### src/rtl/core/stse_pkg.sv
// Package for the strided tensor scan engine.
// Holds the sizes, the operation, status, config index and result kind codes,
// and the controller/datapath structs. No dependencies.
package stse_pkg;

  localparam int MAX_DIMS   = 4;
  localparam int MEM_DEPTH  = 1024;
  localparam int DATA_WIDTH = 32;
  localparam int ADDR_W     = 10;
  localparam int EXT_W      = 11;
  localparam int STR_W      = 10;
  localparam int DIM_W      = 2;
  localparam int ND_W       = 3;
  localparam int SPAN_W     = EXT_W + STR_W;
  localparam int MAXA_W     = SPAN_W + DIM_W + 1;
  localparam int CFG_W      = 10;

  // Operation codes
  localparam logic [1:0] OP_SET   = 2'd0;
  localparam logic [1:0] OP_WRITE = 2'd1;
  localparam logic [1:0] OP_RUN   = 2'd2;
  localparam logic [1:0] OP_READ  = 2'd3;

  // Run status codes
  localparam logic [1:0] ST_OK       = 2'd0;
  localparam logic [1:0] ST_BAD_AXIS = 2'd1;
  localparam logic [1:0] ST_TOO_MANY = 2'd2;
  localparam logic [1:0] ST_RANGE    = 2'd3;

  // Configuration register indexes
  localparam logic [1:0] CFG_DIM_CNT   = 2'd0;
  localparam logic [1:0] CFG_SCAN_DIM  = 2'd1;
  localparam logic [1:0] CFG_BASE_OFF  = 2'd2;
  localparam logic [1:0] CFG_SCAN_MODE = 2'd3;

  // Result kinds
  localparam logic KIND_RUN  = 1'b0;
  localparam logic KIND_READ = 1'b1;

  typedef struct packed {
    logic             set_desc;
    logic             src_wr;
    logic             res_rd;
    logic             run_init;
    logic             chk_step;
    logic             ord_step;
    logic             line_start;
    logic             elem_rd;
    logic             acc_en;
    logic             acc_copy;
    logic             elem_wr;
    logic             adv_inc;
    logic             adv_wrap;
    logic             out_load;
    logic             out_kind;
    logic [1:0]       out_status;
    logic [DIM_W-1:0] sel;
  } stse_cmd_t;

  typedef struct packed {
    logic [ND_W-1:0]  dim_cnt;
    logic [DIM_W-1:0] scan_dim;
    logic             any_zero;
    logic             too_many;
    logic             range_bad;
    logic             last_elem;
    logic             can_inc;
    logic             out_free;
  } stse_stat_t;

endpackage

### src/rtl/core/stse_ctrl.sv
// Controller state machine: command decode, check and ordering passes, line walk and response.
// Depends on stse_pkg.
module stse_ctrl (
  input  logic                 clk_i,
  input  logic                 rst_ni,
  input  logic                 in_valid_i,
  output logic                 in_stall_o,
  input  logic [1:0]           in_opcode_i,
  input  stse_pkg::stse_stat_t stat_i,
  output stse_pkg::stse_cmd_t  cmd_o
);
  import stse_pkg::*;

  localparam logic [3:0] S_IDLE   = 4'd0;
  localparam logic [3:0] S_CHECK  = 4'd1;
  localparam logic [3:0] S_DECIDE = 4'd2;
  localparam logic [3:0] S_ORDER  = 4'd3;
  localparam logic [3:0] S_LINE   = 4'd4;
  localparam logic [3:0] S_READ   = 4'd5;
  localparam logic [3:0] S_ACC    = 4'd6;
  localparam logic [3:0] S_WRITE  = 4'd7;
  localparam logic [3:0] S_ADV    = 4'd8;
  localparam logic [3:0] S_RDWAIT = 4'd9;
  localparam logic [3:0] S_RESP   = 4'd10;

  logic [3:0]       state_q, state_d;
  logic [DIM_W-1:0] k_q, k_d;
  logic [1:0]       status_q, status_d;
  logic             kind_q, kind_d;
  logic             scalar_q, scalar_d;
  logic             accept;
  logic [DIM_W-1:0] k_top;

  assign in_stall_o = (state_q != S_IDLE);
  assign accept     = in_valid_i && (state_q == S_IDLE);
  assign k_top      = DIM_W'(stat_i.dim_cnt - ND_W'(1));

  always_comb begin
    state_d  = state_q;
    k_d      = k_q;
    status_d = status_q;
    kind_d   = kind_q;
    scalar_d = scalar_q;
    cmd_o    = '0;
    cmd_o.sel        = k_q;
    cmd_o.out_kind   = kind_q;
    cmd_o.out_status = status_q;

    unique case (state_q)
      S_IDLE: begin
        if (accept) begin
          unique case (in_opcode_i)
            OP_SET:   cmd_o.set_desc = 1'b1;
            OP_WRITE: cmd_o.src_wr   = 1'b1;
            OP_RUN: begin
              cmd_o.run_init = 1'b1;
              kind_d   = KIND_RUN;
              status_d = ST_OK;
              scalar_d = 1'b0;
              k_d      = '0;
              if (stat_i.dim_cnt == '0) begin
                scalar_d = 1'b1;
                state_d  = S_READ;
              end else if (stat_i.dim_cnt > ND_W'(MAX_DIMS) ||
                           ND_W'(stat_i.scan_dim) >= stat_i.dim_cnt) begin
                status_d = ST_BAD_AXIS;
                state_d  = S_RESP;
              end else begin
                state_d = S_CHECK;
              end
            end
            OP_READ: begin
              cmd_o.res_rd = 1'b1;
              kind_d   = KIND_READ;
              status_d = ST_OK;
              state_d  = S_RDWAIT;
            end
          endcase
        end
      end
      // one dimension a cycle: zero extent, element count, source span
      S_CHECK: begin
        cmd_o.chk_step = 1'b1;
        if (k_q == k_top) state_d = S_DECIDE;
        else k_d = k_q + DIM_W'(1);
      end
      S_DECIDE: begin
        priority if (stat_i.any_zero) begin
          status_d = ST_OK;
          state_d  = S_RESP;
        end else if (stat_i.too_many) begin
          status_d = ST_TOO_MANY;
          state_d  = S_RESP;
        end else if (stat_i.range_bad) begin
          status_d = ST_RANGE;
          state_d  = S_RESP;
        end else begin
          k_d     = k_top;
          state_d = S_ORDER;
        end
      end
      // result strides, innermost first
      S_ORDER: begin
        cmd_o.ord_step = 1'b1;
        if (k_q == '0) state_d = S_LINE;
        else k_d = k_q - DIM_W'(1);
      end
      S_LINE: begin
        cmd_o.line_start = 1'b1;
        state_d = S_READ;
      end
      S_READ: begin
        cmd_o.elem_rd = 1'b1;
        state_d = S_ACC;
      end
      S_ACC: begin
        cmd_o.acc_en   = 1'b1;
        cmd_o.acc_copy = scalar_q;
        state_d = S_WRITE;
      end
      S_WRITE: begin
        cmd_o.elem_wr = 1'b1;
        cmd_o.sel     = stat_i.scan_dim;
        if (scalar_q) begin
          state_d = S_RESP;
        end else if (stat_i.last_elem) begin
          k_d     = k_top;
          state_d = S_ADV;
        end else begin
          state_d = S_READ;
        end
      end
      // odometer over the non-scan axes, last axis fastest
      S_ADV: begin
        if (k_q == stat_i.scan_dim) begin
          if (k_q == '0) state_d = S_RESP;
          else k_d = k_q - DIM_W'(1);
        end else if (stat_i.can_inc) begin
          cmd_o.adv_inc = 1'b1;
          state_d = S_LINE;
        end else begin
          cmd_o.adv_wrap = 1'b1;
          if (k_q == '0) state_d = S_RESP;
          else k_d = k_q - DIM_W'(1);
        end
      end
      S_RDWAIT: state_d = S_RESP;
      S_RESP: begin
        if (stat_i.out_free) begin
          cmd_o.out_load = 1'b1;
          state_d = S_IDLE;
        end
      end
      default: state_d = S_IDLE;
    endcase
  end

  always_ff @(posedge clk_i or negedge rst_ni) begin
    if (!rst_ni) begin
      state_q  <= S_IDLE;
      k_q      <= '0;
      status_q <= ST_OK;
      kind_q   <= KIND_RUN;
      scalar_q <= 1'b0;
    end else begin
      state_q  <= state_d;
      k_q      <= k_d;
      status_q <= status_d;
      kind_q   <= kind_d;
      scalar_q <= scalar_d;
    end
  end

  // a result is only loaded into a free output register
  a_load_free: assert property (@(posedge clk_i) disable iff (!rst_ni)
    cmd_o.out_load |-> stat_i.out_free) else $error("output overwritten");

  // a read transaction reaches the response state through the read-wait state
  a_read_resp: assert property (@(posedge clk_i) disable iff (!rst_ni)
    (accept && in_opcode_i == OP_READ) |-> ##2 (state_q == S_RESP))
    else $error("read response lost");

  // the check pass only visits dimensions in use
  a_chk_dim: assert property (@(posedge clk_i) disable iff (!rst_ni)
    cmd_o.chk_step |-> (ND_W'(k_q) < stat_i.dim_cnt)) else $error("check past last dim");

  // scanned elements are only written after an accumulate
  a_wr_after_acc: assert property (@(posedge clk_i) disable iff (!rst_ni)
    cmd_o.elem_wr |-> $past(cmd_o.acc_en)) else $error("write without accumulate");

endmodule
### config.mk
export PLATFORM = sky130hd
export DESIGN_NAME = stse_ctrl
export DESIGN_NICKNAME = d
export VERILOG_FILES = /design/src/rtl/core/stse_pkg.sv /design/src/rtl/core/stse_ctrl.sv
export SDC_FILE = /design/constraint.sdc
export NUM_CORES = 1
export LEC_CHECK = 0
export ABC_AREA = 1
export BUFFER_PORTS_ARGS = -buffer_cell sky130_fd_sc_hd__clkbuf_2
export CAP_MARGIN = 20
export CORE_MARGIN = 10
export CORE_UTILIZATION = 55
export DETAILED_ROUTE_END_ITERATION = 10
export GPL_TIMING_DRIVEN = 0
export PLACE_DENSITY_LB_ADDON = 0.1
export SYNTH_ARGS = -nofsm -noshare
export SYNTH_HDL_FRONTEND = slang
export SYNTH_SLANG_ARGS = --single-unit
### constraint.sdc
create_clock -name clk_i -period 3.3 [get_ports clk_i]
set_clock_uncertainty 0.05 [all_clocks]
set_input_delay 0.99 -clock clk_i [delete_from_list [all_inputs] [get_ports clk_i]]
set_output_delay 0.99 -clock clk_i [all_outputs]
set_load 0.01 [all_outputs]
* Word-level counts from Yosys, hierarchy flattened
Index checks and enable logic that the tools add are counted. W data, S select, Z words.
Cells by class: $add $sub $neg 3, $mul 0, div/mod/pow operators 0, magnitude comparators 2, eq/ne operators 29, shift operators 0, multiplexer cells 57, bitwise operators 0, reduce and logical (&&, ||, !) cells 15
Operators by type and width (number):
- $mux W4 | 16
- $pmux W4 S11 | 1
- $mux W2 | 19
- $ne A2 B2 Y1 const B | 10
- $eq A4 B3 Y1 const B | 4
- $mux W1 | 16
- $eq A4 B4 Y1 const B | 3
- $pmux W2 S6 | 1
- $reduce_and A10 Y1 | 1
- $eq A4 B2 Y1 const B | 2
- $pmux W2 S2 | 2
- $pmux W4 S2 | 1
- $reduce_and A3 Y1 | 2
- $reduce_bool A6 Y1 | 1
- $reduce_and A5 Y1 | 1
- $eq A2 B2 Y1 | 2
- $eq A2 B2 Y1 const B | 2
- $eq A4 B1 Y1 const B | 1
- $logic_not A2 Y1 | 2
- $logic_not A4 Y1 | 1
- $ne A4 B4 Y1 const B | 1
- $reduce_and A4 Y1 | 1
- $reduce_bool A2 Y1 | 2
- $reduce_bool A4 Y1 | 1
- other kinds (12) | 13
Storage, ports and cells: flip-flop bits (word level) 10, latch bits 0, RAM bits 0, bits in read-only memories 0, input bits 16, memories 0

* Depth between registers and ports, before layout
Gate-level depths: netlist (run 1).
depth after elaboration 7, depth in mapped cells 12

* Worst setup path before layout (run 1)
No wires, ideal clock.
path type input-to-output, start input port in_valid_i, end output port cmd_o[17] (netlist name), arrival 1.509 ns, required time 2.260 ns, slack 0.751 ns, cell stages on the path 2, cells stage by stage inv_1 > nor4_1
RTL lines:
- start, declared | line stse_ctrl.sv:6 | input logic in_valid_i,
- end, declared | line stse_ctrl.sv:10 | output stse_pkg::stse_cmd_t cmd_o

==> results of run 1 <==
-- area by class of cell --
cell class	count	area (um2)
plain buffers	1	7.51
inverters	36	135
flip-flops and latches	10	250
multi-input cells	155	771
clock buffers	4	36.3
well taps	27	33.8
fillers	204	573
repair buffers	35	175
-- power groups by stage --
| stage | combinational [mW] | sequential (mW) | clock (mW) |
|---|---|---|---|
| finish | 0.790 | 0.237 | 0.122 |
| CTS | 0.789 | 0.235 | 0.121 |
| global placement | 0.767 | 0.236 | 0 |
| floorplan | 0.591 | 0.230 | 0 |
| global route | 0.895 | 0.246 | 0.129 |
| detailed placement | 0.784 | 0.238 | 0 |
-- worst max-delay path, cell delays in order, from the launching register on --
cell and delay (ns):
dfrtp_1 0.48, nor2_4 0.23, inv_2 0.10, nor2_8 0.13, inv_2 0.07, nor2_4 0.09, inv_2 0.06, nor3_1 0.14
clkbuf_2 0.17
-- routing by layer --
metal | vias up | track usage | routed length [um]
met4 | 0 | 0.0654 | 94
li1 | 697 | - | -
met3 | 16 | 0.0525 | 304
met1 | 595 | 0.176 | 1410
met2 | 45 | 0.268 | 1600
met5 | - | 0 | 0
-- final timing paths --
| check | from | to | slack (ns) | cells after the start |
|---|---|---|---|---|
| setup / recovery | state_q[1] | cmd_o[18] | 0.50 | 8 |
| min in group asynchronous | rst_ni | scalar_q | 0.51 | 1 |
| hold / removal | kind_q | kind_q | 0.44 | 2 |
| setup reg to reg | state_q[2] | state_q[3] | 1.74 | 8 |
| hold reg to reg | kind_q | kind_q | 0.44 | 2 |
| max in group asynchronous | rst_ni | state_q[3] | 2.47 | 1 |
-- state kept, by name, summed over array words and instances, names as in the netlist --
name,count
state_q,4
kind_q,1
scalar_q,1
status_q,2
k_q,2
-- logic make-up (layout without fill, tap and decap cells) --
family                   count (synthesis)  in the layout  share of synthesized area
adder cells (fa/ha/maj)                  3              3                     0.0323
flip-flops                              10             10                      0.215
AND/OR/NAND/NOR                        140            140                      0.578
buffers and inverters                   37             76                      0.123
AO/OA/AOI/OAI                           12             12                     0.0516
-- cell usage in the layout, fill, tap and decap left out, types with 3 or more instances in the layout --
master | netlist | layout
nand3_1 | 15 | 15
nor2_1 | 15 | 15
dfrtp_1 | 10 | 10
o21ai_1 | 4 | 4
nand2_2 | 7 | 7
nor2_4 | 4 | 4
o21ai_0 | 8 | 8
inv_2 | 6 | 6
inv_1 | 30 | 30
clkbuf_2 | 0 | 35
nor2_2 | 8 | 8
nand2_1 | 80 | 80
ha_1 | 3 | 3
clkbuf_4 | 0 | 3
-- through the flow --
step / util / instances / power [mW]
2_1_floorplan: - / 202 / 0.822
3_3_place_gp: 0.693 / 264 / 1.00
3_5_place_dp: 0.693 / 264 / 1.02
4_1_cts: 0.711 / 268 / 1.15
5_1_grt: 0.711 / 268 / 1.27
6_report: 0.711 / 268 / 1.15
==> run metrics, run 1 <==
outcome completed; Synth Register Bits 10; Post-Syn Area 1160 um2; Max-cap violations 0; worst slew pin tran a little over 0.4 ns; Hold Worst Slack 0.444 ns; Placed Instance Area 1370 um2; die width 66.0 um; DRC violations left 0; Total GRT Usage 0.158; pre-CTS setup slack 0.526 ns; Yosys warning count 0; Yosys cell types 21; post-route cell area 1410 um2; cts repair resizes 0; element type at the critical path end output port; internal power 511 uW; Post-CTS Hold Buffers 0; Leakage 0.883 nW; Synth-to-Final Area Change 21.1%; routed length per instance about 13 um; mean post-synth cell area 5.76 um2; GRT overflow 0; Final Hold Viols 0; vias in the first global route between 1000 and 1500; Peak VDD IR between 0.0005 and 0.0006 V; CTS max path bufs 2; min cycle time layout 2.80 ns; clock root buffer clkbuf_4; Final WS setup 0.503 ns; critical-path maximum fanout 6; setup TNS 0 ns; max-slew violations 0; ys async rst share 1.00; Comb pwr share 0.687; Synth Instances 202; Initial Utilization 0.587; Peak Freq 357 MHz; clk_lat worst skew about 0.28 ns; clk sink count 10; CTS tree yes; top cells by count, synth nand2_1 (80), inv_1 (30), nand3_1 (15), nor2_1 (15), dfrtp_1 (10); CTS H-Tree Depth 1; Placeable Area 1980 um2; HPWL after detailed placement 2870 um; Post-CTS Setup Bufs 0; first-pass GRT wire length 5580 um; nets 261; number of synthesized flops with an enable pin 0; DR vias between 1000 and 1500; sw frac 0.556; Die ar. 4360 um2; # rows 16; sw power ~640 uW; DR pass1 iterations 5; final wirelength around 3400 um; layout cell share with drive strength beyond 1 0.290; Avg Vias per Cell 5.05; unrepaired setup endpoints after global routing false; Yosys top cell by area nand2_1; Tcrit/Tclk final 0.848; Pwr Density 816 nW/um2; Slew HR 0.726; sequential fraction of the synthesis area 0.215; Syn Nets 221; IO buf count 35; io pins 36; most frequent cell after synthesis nand2_1; initial DRC count 86; Reg power frac 0.206; largest net degree at the start of global routing 11; Worst Path Required 2.26 ns; Main synth FF type dfrtp_1; post-route ant nets 0; CTS Buf Count 3; CP Data Arrival Time roughly 1.8 ns; # diodes 0; synth top area cells nand2_1 (26%), dfrtp_1 (22%), inv_1 (9.7%); Die H 66.0 um; Final GP Congestion 0.962; clock network power share 0.106; area fraction of the dominant cell type after synthesis 0.258; initial antenna violation count 0; min-delay worst type flop to flop; clock-pin slew on the worst setup and hold paths ~0.08 ns; CP Launch Type flop; WS Path Type flop to output port; Final setup violation count 0
Note: power is estimated with default switching activity, not from simulation.
==> run 2: changes to the inputs <==
Settings changed: CORE_UTILIZATION 55 to 51.
Clock period 3.3 ns to 2.7 ns, I/O delays scaled along.
==> run metrics, run 2 (synthesized netlist as in run 1, its figures left out) <==
clock-pin slew on the worst setup and hold paths 0.07 ns; DRC violations left 0; Peak Freq 390 MHz; initial antenna violation count 0; worst slew pin tran 0.420 ns; Initial Utilization 0.531; top layer used by detailed routing met4; nets 261; post-route ant nets 0; Synth-to-Final Area Change 20.0%; clock root buffer clkbuf_4; Slew HR 0.719; Final GP Congestion 0.921; CTS tree yes; Post-CTS Setup Bufs 0; critical-path maximum fanout 6; HPWL after detailed placement 2750 um; filler cell count 203; launch point of the worst reg-to-reg path state_q[2]; FF-to-FF End state_q[3]; WS Path Type flop to output port; multi-input logic area 771 um2; Placeable Area roughly 2200 um2; Final Hold Viols 0; max-slew violations 0; Tcrit/Tclk final 0.950; Die ar. about 4600 um2; Leakage roughly 0.88 nW; max reg flops 4; # rows 17; die width 67.8 um; met2 wire len 1460 um; min-delay worst type primary input to asynchronous set/reset pin; register area 250 um2; unrepaired setup endpoints after global routing false; Pwr Density 969 nW/um2; IO buf count 35; # diodes 0; Final setup violation count 0; initial DRC count 83; routed length per instance 11.9 um; vias in the first global route 1204; Avg Vias per Cell 4.93; CTS max path bufs 2; Total GRT Usage 0.145; io pins 36; reg2reg setup slack 1.11 ns; clk sink count 10; commonest non-fill, non-tap cells in the layout nand2_1 (80), clkbuf_2 (35), inv_1 (30), nor2_1 (15), nand3_1 (15); WL met3 342 um; first-pass GRT wire length 5340 um; Die H ~68 um; biggest regs state_q: 4 flops, k_q: 2 flops, status_q: 2 flops; Hold Worst Slack 0.344 ns; largest net degree at the start of global routing 11; Worst Path Required 1.84 ns; min cycle time layout around 2.6 ns; final wirelength 3200 um; DR vias 1320; CP Data Arrival Time 1.71 ns; clk_lat worst skew 0.27 ns; Max-cap violations 0; cts repair resizes 0; CP Launch Type flop; commonest non-fill, non-tap cell in the layout nand2_1; worst-case reg-to-reg path depth 8; GRT overflow 0; Biggest register state_q; outcome completed; setup TNS 0 ns; CTS H-Tree Depth 1; CTS Buf Count 3; Peak VDD IR about 0.00061 V; layout cell share with drive strength beyond 1 0.288; Post-CTS Hold Buffers 0; DR pass1 iterations 4; DRT met1 WL 1370 um; element type at the critical path end output port
[run 2: cell count changes in the layout (fill, tap and decap cells not counted)]
cell | previous run | this run
clkbuf_8 | 1 | 0
[run 2: metrics by stage]
step / utilization / instance area (um2) / power (mW) / std cells / setup WS (ns)
final: 0.637 / 1400 / 1.35 / 268 / 0.134
after global placement: 0.627 / 1370 / 1.23 / 265 / 0.322
after CTS: 0.637 / 1400 / 1.36 / 268 / 0.145
after global routing: 0.637 / 1400 / 1.51 / 268 / 0.00459
after detailed placement: 0.627 / 1370 / 1.25 / 265 / 0.296
after floorplan: - / 1160 / 1.00 / 202 / 0.511
[run 2: power breakdown]
part | total [mW] | internal (mW) | switching [mW]
Clock | 0.100 | 0.0514 | 0.0489
Sequential | 0.291 | 0.216 | 0.0753
Combinational | 0.962 | 0.327 | 0.635
[run 2: worst max-delay path by stage]
stage	startpoint	to
after global placement	stat_i[6]	cmd_o[7]
final	state_q[1]	cmd_o[18]
after detailed placement	stat_i[6]	cmd_o[7]
after CTS	state_q[1]	cmd_o[18]
after floorplan	in_valid_i	cmd_o[17]
after global routing	state_q[1]	cmd_o[18]
[run 2: final cells by class]
| type | count | share of cell area |
|---|---|---|
| clock buffers | 3 | 0.0161 |
| plain buffers | 1 | 0.00538 |
| flip-flops and latches | 10 | 0.179 |
| inverters | 36 | 0.0968 |
| well taps | 28 | 0.0251 |
| repair buffers | 35 | 0.125 |
| multi-input cells | 155 | 0.552 |
[run 2: worst max-delay path, cell delays in order (launching register included)]
cell      delay (ns)
dfrtp_1         0.46
nor2_4          0.23
inv_2           0.09
nor2_8          0.13
inv_2           0.07
nor2_4          0.09
inv_2           0.06
nor3_1          0.13
clkbuf_2        0.16
[run 2: layer usage]
metal	GRT usage	vias up
met1	0.187	571
met4	0.0436	0
met5	0	-
li1	-	697
met2	0.234	47
met3	0.0347	5
==> run 3: changes to the inputs <==
Settings changed: CORE_UTILIZATION 51 to 46, RECOVER_POWER set to 25.
Clock period 2.7 ns to 2.3 ns, I/O delays scaled along.
==> run metrics, run 3 (synthesized netlist as in run 1, its figures left out) <==
outcome completed; clock-pin slew on the worst setup and hold paths around 0.080 ns; Slew HR 0.597; WL met3 351 um; Final setup violation count 0; Hold Worst Slack 0.334 ns; CP Data Arrival Time 1.49 ns; post-route ant nets 0; # rows 18; Pwr Density about 1200 nW/um2; Die ar. between 4000 and 5000 um2; unrepaired setup endpoints after global routing true; Biggest register state_q; Die H between 70 and 80 um; Peak VDD IR 0.000942 V; nets 270; final wirelength between 3000 and 4000 um; biggest regs state_q: 4 flops, k_q: 2 flops, status_q: 2 flops; clock root buffer clkbuf_4; max-slew violations 0; filler cell count 263; element type at the critical path end output port; DR pass1 iterations 4; largest net degree at the start of global routing 11; max reg flops 4; WS Path Type flop to output port; DRT met1 WL 1460 um; GRT overflow 0; CTS Buf Count 3; HPWL after detailed placement 2710 um; CP Launch Type flop; post-route cell area between 1500 and 2000 um2; top layer used by detailed routing met4; initial antenna violation count 0; met2 wire len 1560 um; setup TNS 0 ns; vias in the first global route 1303; clock network power share 0.093; Peak Freq about 450 MHz; DRC violations left 0; die width 70.3 um; commonest non-fill, non-tap cell in the layout nand2_1; Placed Instance Area 1380 um2; CTS max path bufs 2; CTS tree yes; worst slew pin tran 0.604 ns; critical-path maximum fanout 3; dpl cells 267; clk sink count 10; Worst Path Required 1.56 ns; CTS H-Tree Depth 1; Placeable Area 2450 um2; Tcrit/Tclk final 0.968; routed length per instance 12.3 um; Final GP Congestion between 0.9 and 1; Avg Vias per Cell 4.90; initial DRC count 75; Max-cap violations 0; sw frac 0.533; Synth-to-Final Area Change 30.3%; Reg power frac 0.181; sw power 954 uW; commonest non-fill, non-tap cells in the layout nand2_1 (79), clkbuf_2 (30), inv_1 (28), nand3_1 (15), nor2_1 (13); min-delay worst type primary input to asynchronous set/reset pin; IO buf count 35; Final Non-Filler Cells 280; layout cell share with drive strength beyond 1 0.352; min cycle time layout between 2 and 2.5 ns; Comb pwr share 0.726; internal power around 840 uW; Initial Utilization 0.474; Final Hold Viols 0; DR vias between 1000 and 1500; first-pass GRT wire length 5760 um; clk_lat worst skew 0.28 ns; Leakage 0.938 nW; # diodes 0; worst-case reg-to-reg path depth 10; Total GRT Usage 0.136; io pins 36
run 3: changes by cell type in the layout (fill, tap and decap cells not counted), sizes merged:
cell    before  now
buf          1   14
clkbuf      38   35
run 3: cell type report:
cell class                      count  area [um2]  share of cell area
Multi-Input combinational cell    155         805               0.531
Sequential cell                    10         254               0.167
Timing Repair Buffer               44         241               0.159
Inverter                           36         135              0.0891
Tap cell                           30        37.5              0.0248
Clock buffer                        4        36.3              0.0239
Buffer                              1        7.51             0.00495
run 3: worst paths after layout:
kind,start,to,slack [ns]
max,state_q[1],cmd_o[11],0.07
min,rst_ni,kind_q,0.33
max reg2reg,state_q[0],state_q[3],0.71
min reg2reg,status_q[0],status_q[0],0.44
max in group asynchronous,rst_ni,state_q[2],1.43
min in group clk_i,status_q[0],status_q[0],0.44
run 3: what timing repair did:
item	4_1_cts	5_1_grt
gates resized for setup	4	13
hold buffers	0	0
setup buffers	5	4
pin swaps	1	3
endpoints found under the setup margin	4	11
run 3: through the flow:
| stage | util | power [mW] | setup WS [ns] |
|---|---|---|---|
| final | 0.618 | 1.79 | 0.0747 |
| after global routing | 0.618 | 1.98 | -0.0416 |
| after floorplan | - | 1.18 | 0.269 |
| after detailed placement | 0.561 | 1.46 | 0.147 |
| after CTS | 0.592 | 1.69 | 0.00506 |
| after global placement | 0.561 | 1.46 | 0.151 |
run 3: layer usage:
metal,GRT usage,vias to the layer above
met2,0.215,46
met3,0.0410,7
li1,-,714
met1,0.173,606
met5,0,-
met4,0.0395,0
run 3: power groups by stage:
| stage | combinational (mW) | sequential, mW | clock, mW |
|---|---|---|---|
| 2_1_floorplan | 0.849 | 0.330 | 0 |
| 3_3_place_gp | 1.12 | 0.337 | 0 |
| 3_5_place_dp | 1.12 | 0.338 | 0 |
| 4_1_cts | 1.19 | 0.326 | 0.171 |
| 5_1_grt | 1.47 | 0.335 | 0.180 |
| 6_report | 1.30 | 0.324 | 0.167 |
run 3: critical path, cell delays in order, from the launching register on:
cell and delay (ns):
dfrtp_2 0.43, buf_4 0.15, buf_4 0.13, inv_1 0.06
nand2_1 0.08, inv_1 0.09, nand2_1 0.08, inv_1 0.07
clkbuf_2 0.12
